**src/rtl/croc_pkg.sv**
```systemverilog
// ----------------------------------------------------------------------------
// croc_pkg
// Types and constants for the clock replacement object cache: item
// structs for both channels, result kinds and configuration register map.
// ----------------------------------------------------------------------------
`default_nettype none

package croc_pkg;

    localparam int unsigned KEY_W      = 64;
    localparam int unsigned SIZE_W     = 20;
    localparam int unsigned CAP_W      = 24;
    localparam int unsigned BYTES_W    = 25;
    localparam int unsigned SLOT_OUT_W = 6;
    localparam int unsigned CFG_IDX_W  = 8;

    localparam logic [CAP_W-1:0]  CAP_RESET     = 24'd1049000;
    localparam logic [SIZE_W-1:0] MAX_OBJ_RESET = 20'd102400;

    localparam logic [CFG_IDX_W-1:0] CFG_CAPACITY = 8'd0;
    localparam logic [CFG_IDX_W-1:0] CFG_MAX_OBJ  = 8'd1;

    localparam logic CMD_LOOKUP = 1'b0;
    localparam logic CMD_INSERT = 1'b1;

    localparam logic [1:0] KIND_LOOKUP = 2'd0;
    localparam logic [1:0] KIND_EVICT  = 2'd1;
    localparam logic [1:0] KIND_PLACED = 2'd2;
    localparam logic [1:0] KIND_REJECT = 2'd3;

    typedef struct packed {
        logic              cmd;
        logic [KEY_W-1:0]  key;
        logic [SIZE_W-1:0] obj_size;
    } t_in_item;

    typedef struct packed {
        logic [1:0]            kind;
        logic                  hit;
        logic [SLOT_OUT_W-1:0] slot;
        logic [KEY_W-1:0]      entry_key;
        logic [SIZE_W-1:0]     entry_size;
        logic                  last;
    } t_out_item;

endpackage

`default_nettype wire

```
**src/rtl/clock_replacement_object_cache.sv**
```systemverilog
// ----------------------------------------------------------------------------
// clock_replacement_object_cache
// Slot table metadata for an object cache with second-chance clock
// replacement: lookup by key, insert with eviction sweep, byte budget.
// ----------------------------------------------------------------------------
// Keys and sizes sit in a single-port synchronous memory, valid and
// referenced bits in flip-flops. Every item is accepted in the idle state.
// A lookup then scans the key memory one slot per cycle from slot 0 and
// stops on the first valid match or after the last slot; its result then
// waits in the emit state for the output register. An insert steps the
// hand of the clock sweep while bytes or slots run short, clearing set
// referenced bits and evicting each unreferenced entry with a result of
// its own, then steps on to a free slot and places the entry; a rejected
// insert goes straight to its result. Each result occupies the output
// register until taken; the next item is accepted once the last result of
// the current one is in that register. No clearing pass is needed after reset.
`default_nettype none

module clock_replacement_object_cache #(
    parameter int unsigned NUM_SLOTS = 16,
    parameter int unsigned KEY_WIDTH = 64
) (
    input  wire                        i_clk,
    input  wire                        i_rst_n,
    input  wire                        i_in_valid,
    output logic                       o_in_ready,
    input  croc_pkg::t_in_item         i_in_item,
    output logic                       o_out_valid,
    input  wire                        i_out_ready,
    output croc_pkg::t_out_item        o_out_item,
    input  wire                        i_cfg_valid,
    output logic                       o_cfg_ready,
    input  wire [croc_pkg::CFG_IDX_W-1:0] i_cfg_index,
    input  wire [croc_pkg::CAP_W-1:0]  i_cfg_data
);
    import croc_pkg::*;

    localparam int unsigned SW = (NUM_SLOTS > 1) ? $clog2(NUM_SLOTS) : 1;
    localparam int unsigned CW = $clog2(NUM_SLOTS + 1);
    localparam logic [SW-1:0] LAST_SLOT = SW'(NUM_SLOTS - 1);
    localparam logic [CW-1:0] FULL_CNT  = CW'(NUM_SLOTS);

    localparam logic [2:0] S_IDLE  = 3'd0;
    localparam logic [2:0] S_LOOK  = 3'd1;
    localparam logic [2:0] S_SWEEP = 3'd2;
    localparam logic [2:0] S_EVICT = 3'd3;
    localparam logic [2:0] S_EMIT  = 3'd4;

    logic [KEY_WIDTH-1:0] r_mem_key [NUM_SLOTS];
    logic [SIZE_W-1:0]    r_mem_size [NUM_SLOTS];
    logic [KEY_WIDTH-1:0] r_key_q;
    logic [SIZE_W-1:0]    r_size_q;

    logic [2:0]           r_state, n_state;
    logic [2:0]           r_ret, n_ret;
    logic [SW-1:0]        r_idx, n_idx;
    logic [SW-1:0]        r_ridx, n_ridx;
    logic                 r_pend, n_pend;
    logic [SW-1:0]        r_hand, n_hand;
    logic [NUM_SLOTS-1:0] r_valid, n_valid;
    logic [NUM_SLOTS-1:0] r_ref, n_ref;
    logic [BYTES_W-1:0]   r_used_bytes, n_used_bytes;
    logic [CW-1:0]        r_used_slots, n_used_slots;
    logic [CAP_W-1:0]     r_cap, n_cap;
    logic [SIZE_W-1:0]    r_max_obj, n_max_obj;
    logic                 r_out_valid, n_out_valid;
    t_out_item            r_out, n_out;
    t_out_item            r_res, n_res;
    logic [KEY_WIDTH-1:0] r_key, n_key;
    logic [SIZE_W-1:0]    r_size, n_size;

    logic [SW-1:0]        w_rd_addr;
    logic                 w_we;
    logic                 w_out_free;
    logic                 w_need;
    logic [SW-1:0]        w_hand_inc;

    assign o_in_ready  = (r_state == S_IDLE);
    assign o_cfg_ready = 1'b1;
    assign o_out_valid = r_out_valid;
    assign o_out_item  = r_out;

    assign w_rd_addr  = (r_state == S_LOOK) ? r_idx : r_hand;
    assign w_out_free = !r_out_valid || i_out_ready;
    assign w_hand_inc = (r_hand == LAST_SLOT) ? '0 : r_hand + 1'b1;
    assign w_need     = (r_used_slots != '0) &&
                        (((BYTES_W + 1)'(r_used_bytes) + (BYTES_W + 1)'(r_size) >
                          (BYTES_W + 1)'(r_cap)) || (r_used_slots >= FULL_CNT));

    always_comb begin
        n_state      = r_state;
        n_ret        = r_ret;
        n_idx        = r_idx;
        n_ridx       = r_ridx;
        n_pend       = r_pend;
        n_hand       = r_hand;
        n_valid      = r_valid;
        n_ref        = r_ref;
        n_used_bytes = r_used_bytes;
        n_used_slots = r_used_slots;
        n_cap        = r_cap;
        n_max_obj    = r_max_obj;
        n_out_valid  = r_out_valid;
        n_out        = r_out;
        n_res        = r_res;
        n_key        = r_key;
        n_size       = r_size;
        w_we         = 1'b0;

        if (r_out_valid && i_out_ready) begin
            n_out_valid = 1'b0;
        end

        if (i_cfg_valid) begin
            if (i_cfg_index == CFG_CAPACITY) begin
                n_cap = i_cfg_data;
            end else if (i_cfg_index == CFG_MAX_OBJ) begin
                n_max_obj = i_cfg_data[SIZE_W-1:0];
            end
        end

        unique case (r_state)
            S_IDLE: begin
                if (i_in_valid) begin
                    n_key  = i_in_item.key[KEY_WIDTH-1:0];
                    n_size = i_in_item.obj_size;
                    if (i_in_item.cmd == CMD_LOOKUP) begin
                        n_idx   = '0;
                        n_pend  = 1'b0;
                        n_state = S_LOOK;
                    end else if ((i_in_item.obj_size > r_max_obj) ||
                                 (CAP_W'(i_in_item.obj_size) > r_cap)) begin
                        n_res.kind       = KIND_REJECT;
                        n_res.hit        = 1'b0;
                        n_res.slot       = '0;
                        n_res.entry_key  = KEY_W'(i_in_item.key[KEY_WIDTH-1:0]);
                        n_res.entry_size = '0;
                        n_res.last       = 1'b1;
                        n_ret            = S_IDLE;
                        n_state          = S_EMIT;
                    end else begin
                        n_state = S_SWEEP;
                    end
                end
            end
            S_LOOK: begin
                n_pend = 1'b1;
                n_ridx = r_idx;
                if (r_idx != LAST_SLOT) begin
                    n_idx = r_idx + 1'b1;
                end
                if (r_pend) begin
                    n_res.kind      = KIND_LOOKUP;
                    n_res.entry_key = KEY_W'(r_key);
                    n_res.last      = 1'b1;
                    if (r_valid[r_ridx] && (r_key_q == r_key)) begin
                        n_ref[r_ridx]    = 1'b1;
                        n_res.hit        = 1'b1;
                        n_res.slot       = SLOT_OUT_W'(r_ridx);
                        n_res.entry_size = r_size_q;
                        n_ret            = S_IDLE;
                        n_state          = S_EMIT;
                    end else if (r_ridx == LAST_SLOT) begin
                        n_res.hit        = 1'b0;
                        n_res.slot       = '0;
                        n_res.entry_size = '0;
                        n_ret            = S_IDLE;
                        n_state          = S_EMIT;
                    end
                end
            end
            S_SWEEP: begin
                if (w_need) begin
                    if (!r_valid[r_hand]) begin
                        n_hand = w_hand_inc;
                    end else if (r_ref[r_hand]) begin
                        n_ref[r_hand] = 1'b0;
                        n_hand        = w_hand_inc;
                    end else begin
                        n_state = S_EVICT;
                    end
                end else if (r_valid[r_hand]) begin
                    n_hand = w_hand_inc;
                end else begin
                    w_we             = 1'b1;
                    n_valid[r_hand]  = 1'b1;
                    n_ref[r_hand]    = 1'b1;
                    n_used_bytes     = r_used_bytes + BYTES_W'(r_size);
                    n_used_slots     = r_used_slots + 1'b1;
                    n_res.kind       = KIND_PLACED;
                    n_res.hit        = 1'b0;
                    n_res.slot       = SLOT_OUT_W'(r_hand);
                    n_res.entry_key  = KEY_W'(r_key);
                    n_res.entry_size = r_size;
                    n_res.last       = 1'b1;
                    n_ret            = S_IDLE;
                    n_state          = S_EMIT;
                end
            end
            S_EVICT: begin
                n_valid[r_hand]  = 1'b0;
                n_used_bytes     = r_used_bytes - BYTES_W'(r_size_q);
                n_used_slots     = r_used_slots - 1'b1;
                n_res.kind       = KIND_EVICT;
                n_res.hit        = 1'b0;
                n_res.slot       = SLOT_OUT_W'(r_hand);
                n_res.entry_key  = KEY_W'(r_key_q);
                n_res.entry_size = r_size_q;
                n_res.last       = 1'b0;
                n_ret            = S_SWEEP;
                n_state          = S_EMIT;
            end
            S_EMIT: begin
                if (w_out_free) begin
                    n_out       = r_res;
                    n_out_valid = 1'b1;
                    n_state     = r_ret;
                end
            end
            default: begin
                n_state = S_IDLE;
            end
        endcase
    end

    always_ff @(posedge i_clk) begin
        r_key_q  <= r_mem_key[w_rd_addr];
        r_size_q <= r_mem_size[w_rd_addr];
        if (w_we) begin
            r_mem_key[r_hand]  <= r_key;
            r_mem_size[r_hand] <= r_size;
        end
    end

    always_ff @(posedge i_clk) begin
        r_ret  <= n_ret;
        r_idx  <= n_idx;
        r_ridx <= n_ridx;
        r_out  <= n_out;
        r_res  <= n_res;
        r_key  <= n_key;
        r_size <= n_size;
    end

    always_ff @(posedge i_clk) begin
        if (!i_rst_n) begin
            r_state      <= S_IDLE;
            r_pend       <= 1'b0;
            r_hand       <= '0;
            r_valid      <= '0;
            r_ref        <= '0;
            r_used_bytes <= '0;
            r_used_slots <= '0;
            r_cap        <= CAP_RESET;
            r_max_obj    <= MAX_OBJ_RESET;
            r_out_valid  <= 1'b0;
        end else begin
            r_state      <= n_state;
            r_pend       <= n_pend;
            r_hand       <= n_hand;
            r_valid      <= n_valid;
            r_ref        <= n_ref;
            r_used_bytes <= n_used_bytes;
            r_used_slots <= n_used_slots;
            r_cap        <= n_cap;
            r_max_obj    <= n_max_obj;
            r_out_valid  <= n_out_valid;
        end
    end

`ifndef NO_ASSERTIONS
    a_slot_count: assert property (@(posedge i_clk) disable iff (!i_rst_n)
        $countones(r_valid) == int'(r_used_slots))
        else $error("slot count does not match valid bits");

    a_hand_range: assert property (@(posedge i_clk) disable iff (!i_rst_n)
        r_hand <= LAST_SLOT)
        else $error("clock hand out of range");

    a_evict_not_last: assert property (@(posedge i_clk) disable iff (!i_rst_n)
        (r_out_valid && (r_out.kind == KIND_EVICT)) |-> !r_out.last)
        else $error("eviction notice marked as final item");

    a_place_sets_bits: assert property (@(posedge i_clk) disable iff (!i_rst_n)
        w_we |=> (r_valid[$past(r_hand)] && r_ref[$past(r_hand)]))
        else $error("placed slot not valid and referenced");

    a_evict_from_valid: assert property (@(posedge i_clk) disable iff (!i_rst_n)
        (r_state == S_EVICT) |-> (r_valid[r_hand] && !r_ref[r_hand]))
        else $error("eviction of an invalid or referenced slot");
`endif

endmodule

`default_nettype wire
```
**config.mk**
```make
export PLATFORM = sky130hd
export DESIGN_NAME = clock_replacement_object_cache
export DESIGN_NICKNAME = d
export VERILOG_FILES = /design/src/rtl/croc_pkg.sv /design/src/rtl/clock_replacement_object_cache.sv
export SDC_FILE = /design/constraint.sdc
export NUM_CORES = 2
export LEC_CHECK = 0
export BUFFER_PORTS_ARGS = -buffer_cell sky130_fd_sc_hd__buf_2
export CAP_MARGIN = 20
export CORE_MARGIN = 2
export CORE_UTILIZATION = 30
export DETAILED_ROUTE_END_ITERATION = 12
export GPL_TIMING_DRIVEN = 1
export PLACE_DENSITY_LB_ADDON = 0.25
export SLEW_MARGIN = 20
export SYNTH_ARGS = -nofsm -noshare
export SYNTH_HDL_FRONTEND = slang
export SYNTH_SLANG_ARGS = --single-unit
```
**constraint.sdc**
```tcl
create_clock -name i_clk -period 29 [get_ports i_clk]
set_input_delay 2.9 -clock i_clk [delete_from_list [all_inputs] [get_ports i_clk]]
set_output_delay 2.9 -clock i_clk [all_outputs]
set_load 0.02 [all_outputs]
```
==> flow_summary.toml <==
[power]
p_sw_share_pct = 27.9
power.share.clock_pct = 37.8
p_leak_nw = 28.6
comb_power_share_pct = 12.9
vdd_drop_max_uv = 60.4
power_per_cell_area_mw_per_mm2 = 75.9
total_net_switching_power_mw = 1.83
p_int_mw = 4.74
seq_power_share_pct = 49.2

[clocking]
tritoncts = "done"
cts_hold_buffers_added = 0
worst_setup_hold_path_clk_slew_ps = 60
clock_latency_ps = 860
tritoncts.num_buffers = 193
post_cts.repair.setup_buffers = 0
clk_root_buffer_cell = "clkbuf_16"
htree_num_levels = 4
ctsLongestPathBuffers = 3
cts_num_sinks = 1820
cts_resized = 0

[floorplanning]
initial_standard_cell_utilization_of_the_core_pct = 30.2
io-pin-count = 219
rows = 183
fp.dieArea_mm2 = 0.255
die_height_um = 505
die-width_um = 505
core_area_mm2 = 0.249

[synth]
synth_top_area_share_pct = 64.6
postSynth.asyncResetShare_pct = 0
netlist.top_cell.by_area = "edfxtp_1"
yosys_most_used_dff = "edfxtp_1"
synth-edff-count = 1621
synthCells = 5596
synth.distinct_cells = 83
mappedNetlistArea_mm2 = 0.0753
syn_avg_cell_area_um2 = 13.5
seq_area_frac_synth_pct = 69.9
ys_seq_elements = 1820
ys_top_cells_by_area = "edfxtp_1, dfxtp_1, nand2_1, a211oi_1, and2_1"
ys.warnings.count = 0

[worst_hold_path]
worst_hold_startpoint = "r_res[8]$_DFFE_PP_"
worstHoldPathCells = 0
worstHoldEndpoint = "o_out_item[8]$_DFFE_PP_"
type_of_the_worst_min_delay_path = "reg -> reg"

[sta]
timing.max_slew.rel_slack_pct = 18.1
hold_viol = 0
timing_max_transition_violations_final = 0
setup_viol = 0
fin_hold_ws_ps = 415
period_needed_ps = 8670
period_share_pct = 29.9
unrepaired_setup_endpoints_after_global_routing = "false"
transition_time_at_the_pin_with_the_least_slew_margin_ps = 1220
fmaxAchievable_mhz = 115
timing.setup.tns_ps = 0
worst_clock_skew_ps = 65.2

[global_routing]
grt_first_pass_wirelength_um = 311000
grt_pass1_vias = 46200
antenna_violations_before_repair = 8
grt_start_max_net_pins = 189
grt_usage_pct = 16.0
grt.overflow.total = 0

[setup_path]
worst-endpoint-arrival_ps = 9120
setup.worst_path.class = "reg -> reg"
critical_path.endpoint_type = "flip-flop"
start_kind = "flip-flop"
critical_path.max_fanout = 51
regToRegEndpoint = "r_mem_key[10][43]$_DFFE_PP_"
worstPathRequired_ps = 29450
regToRegStartpoint = "r_size[0]$_DFFE_PP_"
r2r_setup_slack_ps = 20330
reg2reg_depth = 27

[status]
status = "complete, no violations"

[detailed_routing]
route.detailed.vias_per_inst = 5.09
postRouteAntennaNets = 0
routed-via-count = 47000
routed_wire_length_per_instance_um = 22.9
drtIter0Drc = 3874
detail_route.drc_violations = 0
dr.pass1.iters = 5
postRouteWirelength_um = 211000

[placement]
placedInstanceArea_mm2 = 0.0801
port_buffers = 215
gp_congestion = 0.801
hpwl_um = 121000

[finish]
fillerInstances = 24300
post_synthesis_to_final_layout_area_growth_pct = 14.9
layout-drive-gt1-share_pct = 12.5
final_area_mm2 = 0.0865
finish.net_count = 5969

[job]
maxCapViolCount = 0
## per-stage QoR
step / utilization (%) / std cells / setup WS, ps / power [mW]
floorplan: - / 5597 / 19550 / 3.74
global placement: 32.2 / 8862 / 20210 / 4.14
detailed placement: 32.2 / 8862 / 20250 / 4.14
CTS: 34.7 / 9225 / 20260 / 6.64
global route: 34.7 / 9226 / 19710 / 6.83
finish: 34.7 / 9226 / 20330 / 6.57
## power groups by stage
stage	Sequential (mW)	Clock, mW	Combinational [mW]
after CTS	3.23	2.54	0.864
after global routing	3.25	2.65	0.930
final	3.23	2.49	0.850
after floorplan	3.23	0	0.510
after global placement	3.28	0	0.858
after detailed placement	3.28	0	0.859
## routing by layer
metal  part of all wire, %  global-route usage (%)
met5                     0                       0
met4                   1.9                    3.64
met1                    47                    23.0
met3                   5.3                    2.62
met2                    46                    25.4
## sequential cells by signal (all words and copies together) (netlist names), named ones only
| name | flops |
|---|---|
| r_cap | 24 |
| r_state | 3 |
| r_key | 64 |
| r_mem_key | 1024 |
| r_key_q | 64 |
| r_res | 92 |
| o_out_item | 92 |
| r_size | 20 |
| r_hand | 4 |
| r_ridx | 4 |
| r_ret | 1 |
| r_max_obj | 20 |
| r_used_slots | 5 |
| r_idx | 4 |
| r_mem_size | 320 |
| r_used_bytes | 25 |
| r_pend | 1 |
| o_out_valid | 1 |
| r_size_q | 20 |
## cells in the mapped netlist, types with 24 or more instances
| cell type | instances |
|---|---|
| a211oi_1 | 437 |
| a21o_1 | 24 |
| a21oi_1 | 274 |
| a22oi_1 | 81 |
| a311oi_1 | 170 |
| a31oi_1 | 185 |
| and2_1 | 332 |
| buf_1 | 31 |
| clkbuf_1 | 325 |
| dfxtp_1 | 199 |
| edfxtp_1 | 1621 |
| ha_1 | 117 |
| inv_1 | 72 |
| mux2_2 | 64 |
| mux2i_1 | 36 |
| nand2_1 | 883 |
| nor2_1 | 160 |
| nor4_1 | 26 |
| o21ai_0 | 141 |
| xnor2_1 | 35 |
| xor2_1 | 88 |
## layout by cell type, fill, tap and decap left out, drive strengths merged, types with 81 or more instances in the layout
cell    count
edfxtp   1621
nand2     883
a211oi    441
and2      341
buf       312
a21oi     274
clkbuf    255
dfxtp     199
a31oi     185
a311oi    170
nor2      161
o21ai     145
ha        117
xor2       88
a22oi      81
## worst max-delay path: stages, from the launching register on
cell	delay, ps
edfxtp_1	770
ha_1	420
fa_1	420
a21o_1	220
a2111oi_2	440
a21oi_1	270
a21oi_1	300
o21bai_1	90
a21oi_1	220
o21bai_1	90
a21oi_1	400
o21ai_0	180
xor2_1	170
ha_1	310
o21ai_0	200
nor2_1	60
nor3_1	170
nor2_1	80
a2111o_1	420
a2111oi_2	340
a211oi_2	160
buf_4	260
nor2_1	230
nand2_1	90
buf_4	300
nor2_4	140
buf_4	540
buf_4	860
## worst max-delay path by stage
stage	from	end	slack, ps	cells past startpoint
after global placement	r_size[0]$_DFFE_PP_	r_mem_key[14][7]$_DFFE_PP_	20210	27
after global routing	r_size[0]$_DFFE_PP_	r_mem_key[13][21]$_DFFE_PP_	19710	27
final	r_size[0]$_DFFE_PP_	r_mem_key[10][43]$_DFFE_PP_	20330	27
after CTS	r_size[0]$_DFFE_PP_	r_mem_key[13][17]$_DFFE_PP_	20260	27
after floorplan	r_size[0]$_DFFE_PP_	r_mem_key[12][0]$_DFFE_PP_	19550	25
after detailed placement	r_size[0]$_DFFE_PP_	r_mem_key[13][7]$_DFFE_PP_	20250	27
## area by class of cell
| type | count | area (um2) | area share [%] |
|---|---|---|---|
| Multi-Input combinational cell | 3328 | 21100 | 24.4 |
| Inverter | 72 | 270 | 0.312 |
| Antenna cell | 1 | 2.50 | 0.00289 |
| Tap cell | 3330 | 4170 | 4.81 |
| Timing Repair Buffer | 312 | 1880 | 2.17 |
| Clock inverter | 108 | 1180 | 1.36 |
| Clock buffer | 255 | 5250 | 6.06 |
| Sequential cell | 1820 | 52700 | 60.9 |
## cell families after synthesis
| kind of cell | share of synthesized area, % |
|---|---|
| DFF | 69.9 |
| and+or+nand+nor | 9.32 |
| other | 0.00997 |
| AOI/OAI and AO/OA | 13.0 |
| muxes | 1.90 |
| xor gates and xnor gates | 1.43 |
| buffers and inverters | 2.37 |
| adders and majority gates | 2.02 |
(Power assumes the default switching activity.)
